**src/hdl/hrhp_pkg.sv**
```systemverilog
// ----------------------------------------------------------------------------
// hrhp_pkg: HTTP response header parser package
// Shared types, result codes, character constants and the prefix table.
// ----------------------------------------------------------------------------
package hrhp_pkg;

   localparam int PREFIX_LEN  = 9;
   localparam int CODE_W      = 16;
   localparam int QUEUE_DEPTH = 4;

   localparam logic [CODE_W-1:0] CODE_MAX = 16'd32767;

   localparam logic [7:0] CH_NUL   = 8'h00;
   localparam logic [7:0] CH_TAB   = 8'h09;
   localparam logic [7:0] CH_LF    = 8'h0A;
   localparam logic [7:0] CH_VT    = 8'h0B;
   localparam logic [7:0] CH_FF    = 8'h0C;
   localparam logic [7:0] CH_CR    = 8'h0D;
   localparam logic [7:0] CH_SPACE = 8'h20;
   localparam logic [7:0] CH_PLUS  = 8'h2B;
   localparam logic [7:0] CH_MINUS = 8'h2D;
   localparam logic [7:0] CH_ZERO  = 8'h30;
   localparam logic [7:0] CH_NINE  = 8'h39;
   localparam logic [7:0] CH_COLON = 8'h3A;

   typedef enum logic [2:0] {
      KIND_NONE  = 3'd0,
      KIND_KEY   = 3'd1,
      KIND_VALUE = 3'd2,
      KIND_ENTRY = 3'd3,
      KIND_DROP  = 3'd4,
      KIND_OK    = 3'd5,
      KIND_ERR   = 3'd6
   } kind_type;

   typedef enum logic [2:0] {
      PH_PREFIX,
      PH_STATUS,
      PH_KEY,
      PH_COLON,
      PH_VALUE,
      PH_DRAIN
   } phase_type;

   typedef enum logic [1:0] {
      NP_SKIP,
      NP_SIGN,
      NP_DIGITS,
      NP_STOP
   } num_phase_type;

   typedef struct packed {
      kind_type           kind;
      logic [7:0]         data_byte;
      logic [CODE_W-1:0]  status_code;
      logic               run_end;
   } result_type;

   // Results produced by one byte, handed to the output queue
   typedef struct packed {
      logic [1:0]  count;
      result_type  res0;
      result_type  res1;
   } push_type;

   function automatic logic [7:0] prefix_char(input logic [3:0] idx);
      logic [7:0] ch;
      case (idx)
         4'd0:    ch = 8'h48; // H
         4'd1:    ch = 8'h54; // T
         4'd2:    ch = 8'h54; // T
         4'd3:    ch = 8'h50; // P
         4'd4:    ch = 8'h2F; // /
         4'd5:    ch = 8'h31; // 1
         4'd6:    ch = 8'h2E; // .
         4'd7:    ch = 8'h31; // 1
         4'd8:    ch = CH_SPACE;
         default: ch = 8'h00;
      endcase
      return ch;
   endfunction

endpackage

```
**src/hdl/hrhp_core.sv**
```systemverilog
// ----------------------------------------------------------------------------
// hrhp_core: parser state and per-byte decode
// Holds the parse state and works out the results of each byte, at most two.
// ----------------------------------------------------------------------------
module hrhp_core
   import hrhp_pkg::*;
(
   input  logic        clock,
   input  logic        reset,
   input  logic        step,
   input  logic [7:0]  byte_in,
   input  logic        end_of_buffer,
   output push_type    push
);

   phase_type          phase_ff, phase_in;
   logic [3:0]         prefix_idx_ff, prefix_idx_in;
   num_phase_type      num_ph_ff, num_ph_in;
   logic               negative_ff, negative_in;
   logic [CODE_W-1:0]  acc_ff, acc_in;
   logic [1:0]         key_len_ff, key_len_in;
   logic [1:0]         val_len_ff, val_len_in;
   logic [1:0]         after_colon_ff, after_colon_in;

   logic               is_digit, is_ws, is_eol;
   logic [19:0]        acc_times10;
   logic [CODE_W-1:0]  code_bits, digit_val;
   logic               have0, final_res, ok_at_end;
   kind_type           kind0;

   always_ff @(posedge clock) begin
      if (reset) begin
         phase_ff       <= PH_PREFIX;
         prefix_idx_ff  <= '0;
         num_ph_ff      <= NP_SKIP;
         negative_ff    <= 1'b0;
         acc_ff         <= '0;
         key_len_ff     <= '0;
         val_len_ff     <= '0;
         after_colon_ff <= '0;
      end else if (step) begin
         phase_ff       <= phase_in;
         prefix_idx_ff  <= prefix_idx_in;
         num_ph_ff      <= num_ph_in;
         negative_ff    <= negative_in;
         acc_ff         <= acc_in;
         key_len_ff     <= key_len_in;
         val_len_ff     <= val_len_in;
         after_colon_ff <= after_colon_in;
      end
   end

   assign is_digit    = (byte_in >= CH_ZERO) && (byte_in <= CH_NINE);
   assign is_ws       = byte_in inside {CH_SPACE, CH_TAB, CH_VT, CH_FF, CH_CR};
   assign is_eol      = byte_in inside {CH_CR, CH_LF};
   assign digit_val   = {8'd0, byte_in - CH_ZERO};
   assign acc_times10 = {1'b0, acc_ff, 3'b000} + {3'b000, acc_ff, 1'b0}
                        + {4'd0, digit_val};
   // accumulator never exceeds the saturation limit, so negate it directly
   assign code_bits   = negative_ff ? (~acc_ff + 16'd1) : acc_ff;

   always_comb begin
      phase_in       = phase_ff;
      prefix_idx_in  = prefix_idx_ff;
      num_ph_in      = num_ph_ff;
      negative_in    = negative_ff;
      acc_in         = acc_ff;
      key_len_in     = key_len_ff;
      val_len_in     = val_len_ff;
      after_colon_in = after_colon_ff;
      have0          = 1'b0;
      kind0          = KIND_NONE;
      final_res      = 1'b0;
      ok_at_end      = 1'b0;

      case (phase_ff)
         PH_PREFIX: begin
            if (prefix_idx_ff >= 4'(PREFIX_LEN) || byte_in != prefix_char(prefix_idx_ff)) begin
               have0     = 1'b1;
               kind0     = KIND_ERR;
               final_res = 1'b1;
            end else begin
               prefix_idx_in = prefix_idx_ff + 4'd1;
               if (prefix_idx_in == 4'(PREFIX_LEN)) phase_in = PH_STATUS;
               if (end_of_buffer) begin
                  have0     = 1'b1;
                  kind0     = KIND_ERR;
                  final_res = 1'b1;
               end
            end
         end
         PH_STATUS: begin
            if (byte_in == CH_LF) begin
               if (end_of_buffer || acc_ff == '0) begin
                  have0     = 1'b1;
                  kind0     = KIND_ERR;
                  final_res = 1'b1;
               end else begin
                  phase_in       = PH_KEY;
                  key_len_in     = '0;
                  val_len_in     = '0;
                  after_colon_in = '0;
               end
            end else begin
               case (num_ph_ff)
                  NP_SKIP: begin
                     if (is_ws) begin
                        num_ph_in = NP_SKIP;
                     end else if (byte_in == CH_PLUS) begin
                        num_ph_in = NP_SIGN;
                     end else if (byte_in == CH_MINUS) begin
                        negative_in = 1'b1;
                        num_ph_in   = NP_SIGN;
                     end else if (is_digit) begin
                        acc_in    = digit_val;
                        num_ph_in = NP_DIGITS;
                     end else begin
                        num_ph_in = NP_STOP;
                     end
                  end
                  NP_SIGN: begin
                     if (is_digit) begin
                        acc_in    = digit_val;
                        num_ph_in = NP_DIGITS;
                     end else begin
                        num_ph_in = NP_STOP;
                     end
                  end
                  NP_DIGITS: begin
                     if (is_digit) begin
                        acc_in = (acc_times10 > {4'd0, CODE_MAX}) ? CODE_MAX
                                                                  : acc_times10[CODE_W-1:0];
                     end else begin
                        num_ph_in = NP_STOP;
                     end
                  end
                  default: num_ph_in = num_ph_ff;
               endcase
               if (end_of_buffer) begin
                  have0     = 1'b1;
                  kind0     = KIND_ERR;
                  final_res = 1'b1;
               end
            end
         end
         PH_KEY: begin
            if (byte_in == CH_NUL) begin
               have0     = 1'b1;
               kind0     = KIND_OK;
               final_res = 1'b1;
            end else if (byte_in == CH_COLON) begin
               if (key_len_ff == '0 || end_of_buffer) begin
                  have0     = 1'b1;
                  kind0     = KIND_ERR;
                  final_res = 1'b1;
               end else begin
                  phase_in       = PH_COLON;
                  after_colon_in = 2'd1;
               end
            end else if (is_eol) begin
               if (key_len_ff >= 2'd2) begin
                  have0     = 1'b1;
                  kind0     = KIND_ERR;
                  final_res = 1'b1;
               end else begin
                  if (key_len_ff == 2'd1) begin
                     have0 = 1'b1;
                     kind0 = KIND_DROP;
                  end
                  key_len_in = '0;
                  ok_at_end  = 1'b1;
               end
            end else begin
               have0 = 1'b1;
               kind0 = KIND_KEY;
               if (key_len_ff < 2'd2) key_len_in = key_len_ff + 2'd1;
               ok_at_end = 1'b1;
            end
         end
         PH_COLON: begin
            if (after_colon_ff == 2'd1 && byte_in == CH_SPACE) begin
               if (end_of_buffer) begin
                  have0     = 1'b1;
                  kind0     = KIND_ERR;
                  final_res = 1'b1;
               end else begin
                  after_colon_in = 2'd2;
               end
            end else begin
               // first value byte is taken whatever it is
               have0          = 1'b1;
               kind0          = KIND_VALUE;
               after_colon_in = '0;
               val_len_in     = 2'd1;
               phase_in       = PH_VALUE;
               ok_at_end      = 1'b1;
            end
         end
         PH_VALUE: begin
            if (byte_in == CH_NUL) begin
               have0     = 1'b1;
               kind0     = KIND_OK;
               final_res = 1'b1;
            end else if (is_eol) begin
               if (val_len_ff == '0) begin
                  have0     = 1'b1;
                  kind0     = KIND_ERR;
                  final_res = 1'b1;
               end else begin
                  have0      = 1'b1;
                  kind0      = KIND_ENTRY;
                  key_len_in = '0;
                  val_len_in = '0;
                  phase_in   = PH_KEY;
                  ok_at_end  = 1'b1;
               end
            end else begin
               have0 = 1'b1;
               kind0 = KIND_VALUE;
               if (val_len_ff < 2'd2) val_len_in = val_len_ff + 2'd1;
               ok_at_end = 1'b1;
            end
         end
         default: begin
            phase_in = PH_DRAIN;
         end
      endcase

      if (ok_at_end && end_of_buffer) final_res = 1'b1;

      // a final result on the buffer end, or a buffer end while draining, returns to the reset state
      if ((final_res || phase_ff == PH_DRAIN) && end_of_buffer) begin
         phase_in       = PH_PREFIX;
         prefix_idx_in  = '0;
         num_ph_in      = NP_SKIP;
         negative_in    = 1'b0;
         acc_in         = '0;
         key_len_in     = '0;
         val_len_in     = '0;
         after_colon_in = '0;
      end else if (final_res) begin
         phase_in = PH_DRAIN;
      end
   end

   // assemble the results of this byte
   always_comb begin
      result_type r0, r1;
      logic       second;
      second = ok_at_end && end_of_buffer && have0;
      r0 = '0;
      r1 = '0;
      if (have0) begin
         r0.kind = kind0;
      end else begin
         r0.kind = KIND_OK;
      end
      if (r0.kind == KIND_KEY || r0.kind == KIND_VALUE) r0.data_byte = byte_in;
      if (r0.kind == KIND_OK) r0.status_code = code_bits;
      r0.run_end     = !second;
      r1.kind        = KIND_OK;
      r1.status_code = code_bits;
      r1.run_end     = 1'b1;
      push.res0  = r0;
      push.res1  = r1;
      if (!step) begin
         push.count = 2'd0;
      end else if (second) begin
         push.count = 2'd2;
      end else if (have0 || (ok_at_end && end_of_buffer)) begin
         push.count = 2'd1;
      end else begin
         push.count = 2'd0;
      end
   end

endmodule

```
**src/hdl/hrhp_rsp_queue.sv**
```systemverilog
// ----------------------------------------------------------------------------
// hrhp_rsp_queue: result queue
// Small register queue taking up to two results per cycle, giving one when not stalled.
// ----------------------------------------------------------------------------
module hrhp_rsp_queue
   import hrhp_pkg::*;
#(
   parameter int DEPTH = QUEUE_DEPTH
)
(
   input  logic        clock,
   input  logic        reset,
   input  push_type    push,
   output logic        room,
   output logic        rsp_valid,
   input  logic        rsp_stall,
   output result_type  rsp_head
);

   localparam int AW = $clog2(DEPTH);

   result_type        mem_ff [DEPTH];
   logic [AW-1:0]     head_ff, head_in;
   logic [AW-1:0]     tail_ff, tail_in;
   logic [AW:0]       count_ff, count_in;
   logic              pop;
   logic [AW-1:0]     tail_next;

   assign rsp_valid = (count_ff != '0);
   assign rsp_head  = mem_ff[head_ff];
   assign pop       = rsp_valid && !rsp_stall;
   // room for a full two-result transfer
   assign room      = (count_ff <= (AW+1)'(DEPTH - 2));
   assign tail_next = tail_ff + AW'(1);

   always_comb begin
      head_in  = pop ? head_ff + AW'(1) : head_ff;
      tail_in  = tail_ff + AW'(push.count);
      count_in = count_ff + (AW+1)'(push.count) - (AW+1)'(pop);
   end

   always_ff @(posedge clock) begin
      if (reset) begin
         head_ff  <= '0;
         tail_ff  <= '0;
         count_ff <= '0;
      end else begin
         head_ff  <= head_in;
         tail_ff  <= tail_in;
         count_ff <= count_in;
      end
   end

   always_ff @(posedge clock) begin
      if (push.count != 2'd0) mem_ff[tail_ff] <= push.res0;
      if (push.count == 2'd2) mem_ff[tail_next] <= push.res1;
   end

endmodule

```
**src/hdl/http_response_header_parser.sv**
```systemverilog
// ----------------------------------------------------------------------------
// http_response_header_parser: streaming HTTP/1.1 response header parser
// Checks the status line, reads the status code and streams header entries.
// ----------------------------------------------------------------------------
// One byte is taken per cycle unless the input stalls. A byte is registered,
// decoded against the parse state once the result queue has room, and its
// results enter a result queue of DEPTH entries (four by default) that
// delivers one result per cycle while rsp_stall is low. Bytes that cause two
// results (a header byte or line end on the buffer end) are limited by the
// single result port, so a long run of them stalls the input; all other bytes
// go through at one per cycle with no result-side stall.
module http_response_header_parser
   import hrhp_pkg::*;
#(
   parameter int DEPTH = QUEUE_DEPTH
)
(
   input  logic               clock,
   input  logic               reset,
   input  logic               req_valid,
   output logic               req_stall,
   input  logic [7:0]         req_byte_in,
   input  logic               req_end_of_buffer,
   output logic               rsp_valid,
   input  logic               rsp_stall,
   output logic [2:0]         rsp_kind,
   output logic [7:0]         rsp_data_byte,
   output logic signed [15:0] rsp_status_code,
   output logic               rsp_run_end
);

   logic        in_valid_ff, in_valid_in;
   logic [7:0]  in_byte_ff;
   logic        in_eob_ff;
   logic        room, step, req_take;
   push_type    push;
   result_type  head;

   assign step      = in_valid_ff && room;
   assign req_stall = in_valid_ff && !room;
   assign req_take  = req_valid && !req_stall;
   assign in_valid_in = req_take || (in_valid_ff && !step);

   always_ff @(posedge clock) begin
      if (reset) begin
         in_valid_ff <= 1'b0;
      end else begin
         in_valid_ff <= in_valid_in;
      end
   end

   always_ff @(posedge clock) begin
      if (req_take) begin
         in_byte_ff <= req_byte_in;
         in_eob_ff  <= req_end_of_buffer;
      end
   end

   hrhp_core u_core (
      .clock         (clock),
      .reset         (reset),
      .step          (step),
      .byte_in       (in_byte_ff),
      .end_of_buffer (in_eob_ff),
      .push          (push)
   );

   hrhp_rsp_queue #(
      .DEPTH (DEPTH)
   ) u_queue (
      .clock     (clock),
      .reset     (reset),
      .push      (push),
      .room      (room),
      .rsp_valid (rsp_valid),
      .rsp_stall (rsp_stall),
      .rsp_head  (head)
   );

   assign rsp_kind        = head.kind;
   assign rsp_data_byte   = head.data_byte;
   assign rsp_status_code = head.status_code;
   assign rsp_run_end     = head.run_end;

endmodule
```
**config.mk**
```make
export PLATFORM = sky130hd
export DESIGN_NAME = http_response_header_parser
export DESIGN_NICKNAME = d
export VERILOG_FILES = /design/src/hdl/hrhp_pkg.sv /design/src/hdl/hrhp_core.sv /design/src/hdl/hrhp_rsp_queue.sv /design/src/hdl/http_response_header_parser.sv
export SDC_FILE = /design/constraint.sdc
export NUM_CORES = 1
export LEC_CHECK = 0
export ABC_CLOCK_PERIOD_IN_PS = 4500
export CELL_PAD_IN_SITES_DETAIL_PLACEMENT = 1
export CELL_PAD_IN_SITES_GLOBAL_PLACEMENT = 1
export CORE_UTILIZATION = 51
export DETAILED_ROUTE_END_ITERATION = 12
export DONT_BUFFER_PORTS = 1
export PLACE_DENSITY = 0.8
export SLEW_MARGIN = 20
export SYNTH_ARGS = -nofsm -noshare
export SYNTH_HDL_FRONTEND = slang
export SYNTH_SLANG_ARGS = --single-unit
```
**constraint.sdc**
```tcl
create_clock -name clock -period 4.5 [get_ports clock]
set_input_delay 0.675 -clock clock [delete_from_list [all_inputs] [get_ports clock]]
set_output_delay 0.675 -clock clock [all_outputs]
set_load 0.1 [all_outputs]
```
==> summary.txt <==
Synth
  – Synth Register Bits: 170
  – Area fraction of the dominant cell type after synthesis: 0.2340
  – Dominant synthesized flop cell: dfxtp_1
  – Ys Warns: 0
  – Syn Area/Cell: ~11 um^2
  – Syn Inst Count: 891
  – Fraction of registers with async set/reset: 0
  – Post-synth top area cell: edfxtp_1
  – Post-synth EDFFs: 73
  – Seq/Total Area, Yosys: 0.4414
  – Post-synthesis cell type count: 79
  – Top post-synthesis cells by area: edfxtp_1, dfxtp_1, mux4_2
  – Synthesized area: between 9000 and 10000 um^2
  – Most common cell in the synthesized netlist: nor2_1
  – Commonest cells post-synth: nor2_1, dfxtp_1, edfxtp_1
  – Syn Nets: 959

Critical path
  – Worst Setup SP: in_byte_ff[5]
  – Max incr delay on CP: ~560 ps
  – R2R depth: 14
  – Worst reg2reg path endpoint: u_core.acc_ff[7]
  – Crit Path Max Fanout: 10
  – Critical path class: reg2reg
  – WP buf/inv: 2
  – CP endpoint kind: register
  – Setup crit end: u_core.acc_ff[7]
  – Slowest CP cell: edfxtp_1
  – Req. time, crit path: approximately 4800 ps
  – Reg2Reg Setup Slack: 240 ps
  – Levels on crit path: 14
  – Cell chain of the critical path: ha_1 -> xor2_1 -> fa_1 -> inv_1 -> ha_1 -> a21oi_1 -> o211ai_1 -> a221o_1 -> a31o_2 -> a2111oi_0 -> o211ai_1 -> buf_4 -> o2111ai_1 -> a21oi_1
  – Startpoint types: register
  – Top delay family on crit path: compound AO/OA/AOI/OAI gates
  – Reg2reg start: in_byte_ff[5]
  – Critical path data arrival time: 4590 ps

Global route
  – Global routing's busiest layer: met2
  – Maximum number of pins on one net before global-route repair: 33
  – Tot GR Track Use: 0.3036
  – GRT met3 Usage: 0.05040
  – GRT overflow: 0
  – First-pass GRT wire length: 43.17 mm
  – Initial antenna violation count: 0
  – Met1 Use GR: 0.3882
  – Met2 Use GR: 0.5126
  – Vias in the first global route: 7877

Die
  – Die Wd: 137.5 um
  – Core area: roughly 18000 um^2
  – I/O pin cnt: 43
  – Rows: approximately 50
  – Initial Util: 0.5214
  – Die Height: 137.5 um
  – Die area: 18910 um^2

Clock tree
  – CTS tree: done
  – CTS Root Cell: clkbuf_16
  – Longest Clk Path Bufs: 2
  – Clk_lat worst skew: 440 ps
  – CTS buffer count: 17
  – # Post-CTS Setup Buffers: 0
  – Clock sink count: 170
  – H-tree depth: 4
  – Clk slew on worst S/H paths: approximately 70 ps

Timing
  – Final TNS setup: 0 ps
  – Final Max Slew Viols: 0
  – Unrepaired setup endpoints after global routing: no
  – Clk_skew: ~7.5 ps
  – Final hold vios: 0
  – Max Clock Freq: approximately 0.23 GHz
  – Worst Tran Pin Value: 1162 ps
  – Relative slew slack: 0.2217
  – Final Cycle Share: 0.9467
  – Final Setup Violations: 0
  – Fin crit period: 4260 ps

Min path
  – Hold WC Path Type: in2reg

Power
  – Max VDD drop: approximately 440 uV
  – Lkg Pwr: slightly below 0.004 uW
  – PD cells: 487.5 nW/um^2

Detailed routing
  – DRC viols: 0
  – Final WL: 27.33 mm
  – Routed vias/inst: 6.544
  – Pre-antenna DRT Iters: 6
  – Iter 0 DRT Violations: approximately 510
  – Final ANT Viol Nets: 0
  – Detailed-route via count: 7467
  – DR WL/cell: 23.95 um

Final layout
  – Layout cells sized above 1: 0.1261
  – Ant. Diodes: 0
  – Syn-to-layout area delta: 9.925%
  – Post-layout util: 0.5732
  – Fillers: approximately 1900
  – Nets: 967

Placed design
  – Detailed Place HPWL: between 15 and 20 mm
  – Number of I/O port buffers: 0
  – Placer Congestion: 0.9277

Outcome
  – Status: completed

Run
  – Total of max-cap violations: 0
==> metal layers <==
layer | up-vias | wire, um
met3 | 60 | 1128
met2 | 216 | 13720
met5 | - | 0
met4 | 0 | 603
met1 | 3841 | 11880
li1 | 3350 | -
==> kinds of logic (layout without fill, tap and decap cells) <==
| logic type | count (synthesis) | in the layout | share of synthesized area |
|---|---|---|---|
| adder cells (fa/ha/maj) | 55 | 55 | 0.07908 |
| AND/OR/NAND/NOR | 280 | 280 | 0.1483 |
| XOR/XNOR | 42 | 42 | 0.03927 |
| multiplexers | 36 | 36 | 0.07628 |
| AO/OA/AOI/OAI | 220 | 220 | 0.1782 |
| flip-flops | 170 | 170 | 0.4414 |
| buffers and inverters | 88 | 109 | 0.03754 |
==> cells in the final DEF (no fill, tap or decap), types with 5 or more instances in the layout <==
master / n
nor2_1: 119
dfxtp_1: 97
edfxtp_1: 73
ha_1: 48
inv_1: 47
nand2_1: 41
a22o_1: 37
a21oi_1: 32
buf_4: 30
mux4_2: 28
o21ai_0: 25
nor3_1: 25
xnor2_1: 23
xor2_1: 19
a21o_1: 18
clkbuf_16: 17
and3_1: 12
o211ai_1: 11
o22a_1: 11
nand3_1: 9
o2bb2ai_1: 9
nor2b_1: 8
and2_1: 8
o31ai_1: 8
or3_1: 7
nand4_1: 7
nand2b_1: 7
fa_1: 7
a31oi_1: 6
a221oi_1: 6
o21a_1: 6
nor4_1: 5
mux2i_1: 5
a2111oi_0: 5
==> power by group <==
group | switching [uW] | internal [uW] | total [uW]
combinational | 1230 | 434 | 1670
sequential | 128 | 1740 | 1870
clock | 668 | 811 | 1480
==> worst min-delay path by stage <==
stage | slack, ps | start | to | depth (start not counted)
finish | 300 | reset | u_core.phase_ff[2] | 1
floorplan | 430 | u_queue.mem_ff[1][0] | u_queue.mem_ff[1][0] | 1
CTS | 290 | reset | u_core.phase_ff[2] | 1
global placement | 440 | u_queue.mem_ff[3][0] | u_queue.mem_ff[3][0] | 1
global route | 290 | reset | u_core.num_ph_ff[1] | 1
detailed placement | 460 | u_queue.mem_ff[1][0] | u_queue.mem_ff[1][0] | 1
==> registers in the layout, indices dropped and copies added, names as in the netlist, named ones only <==
signal,count
in_byte_ff,8
in_eob_ff,1
in_valid_ff,1
u_core.acc_ff,16
u_core.after_colon_ff,2
u_core.key_len_ff,2
u_core.negative_ff,1
u_core.num_ph_ff,2
u_core.phase_ff,3
u_core.prefix_idx_ff,4
u_core.val_len_ff,2
u_queue.count_ff,3
u_queue.head_ff,2
u_queue.mem_ff,112
u_queue.tail_ff,2
==> cell type report <==
class                   count  area [um^2]  area share
clock buffers              20        456.7     0.04436
clock inverters            12        127.6     0.01240
inverters                  47        176.4     0.01713
multi-input cells         633         4890      0.4749
flip-flops and latches    170         4134      0.4015
well taps                 229        286.5     0.02783
repair buffers             30        225.2     0.02187
==> metrics by stage <==
step | hold slack (ps) | cell area [um^2] | worst slack (ps) | std cells | power (uW)
finish | 302.1 | 10300 | 239.9 | 1141 | 5020
global route | 294.9 | 10300 | 6.159 | 1141 | 5191
CTS | 294.9 | 10290 | 280.3 | 1141 | 5018
detailed placement | 458.1 | 9706 | 311.2 | 1109 | 3551
global placement | 438.0 | 9706 | 479.1 | 1109 | 3489
floorplan | 431.0 | 9366 | 651.0 | 891 | 3257
==> repair_timing <==
| item | 4_1_cts | 5_1_grt |
|---|---|---|
| hold buffers | 0 | 0 |
| endpoints found under the setup margin | 0 | 1 |
| gates resized for setup | 0 | 1 |
No activity file was read; power rests on OpenSTA's default activity.
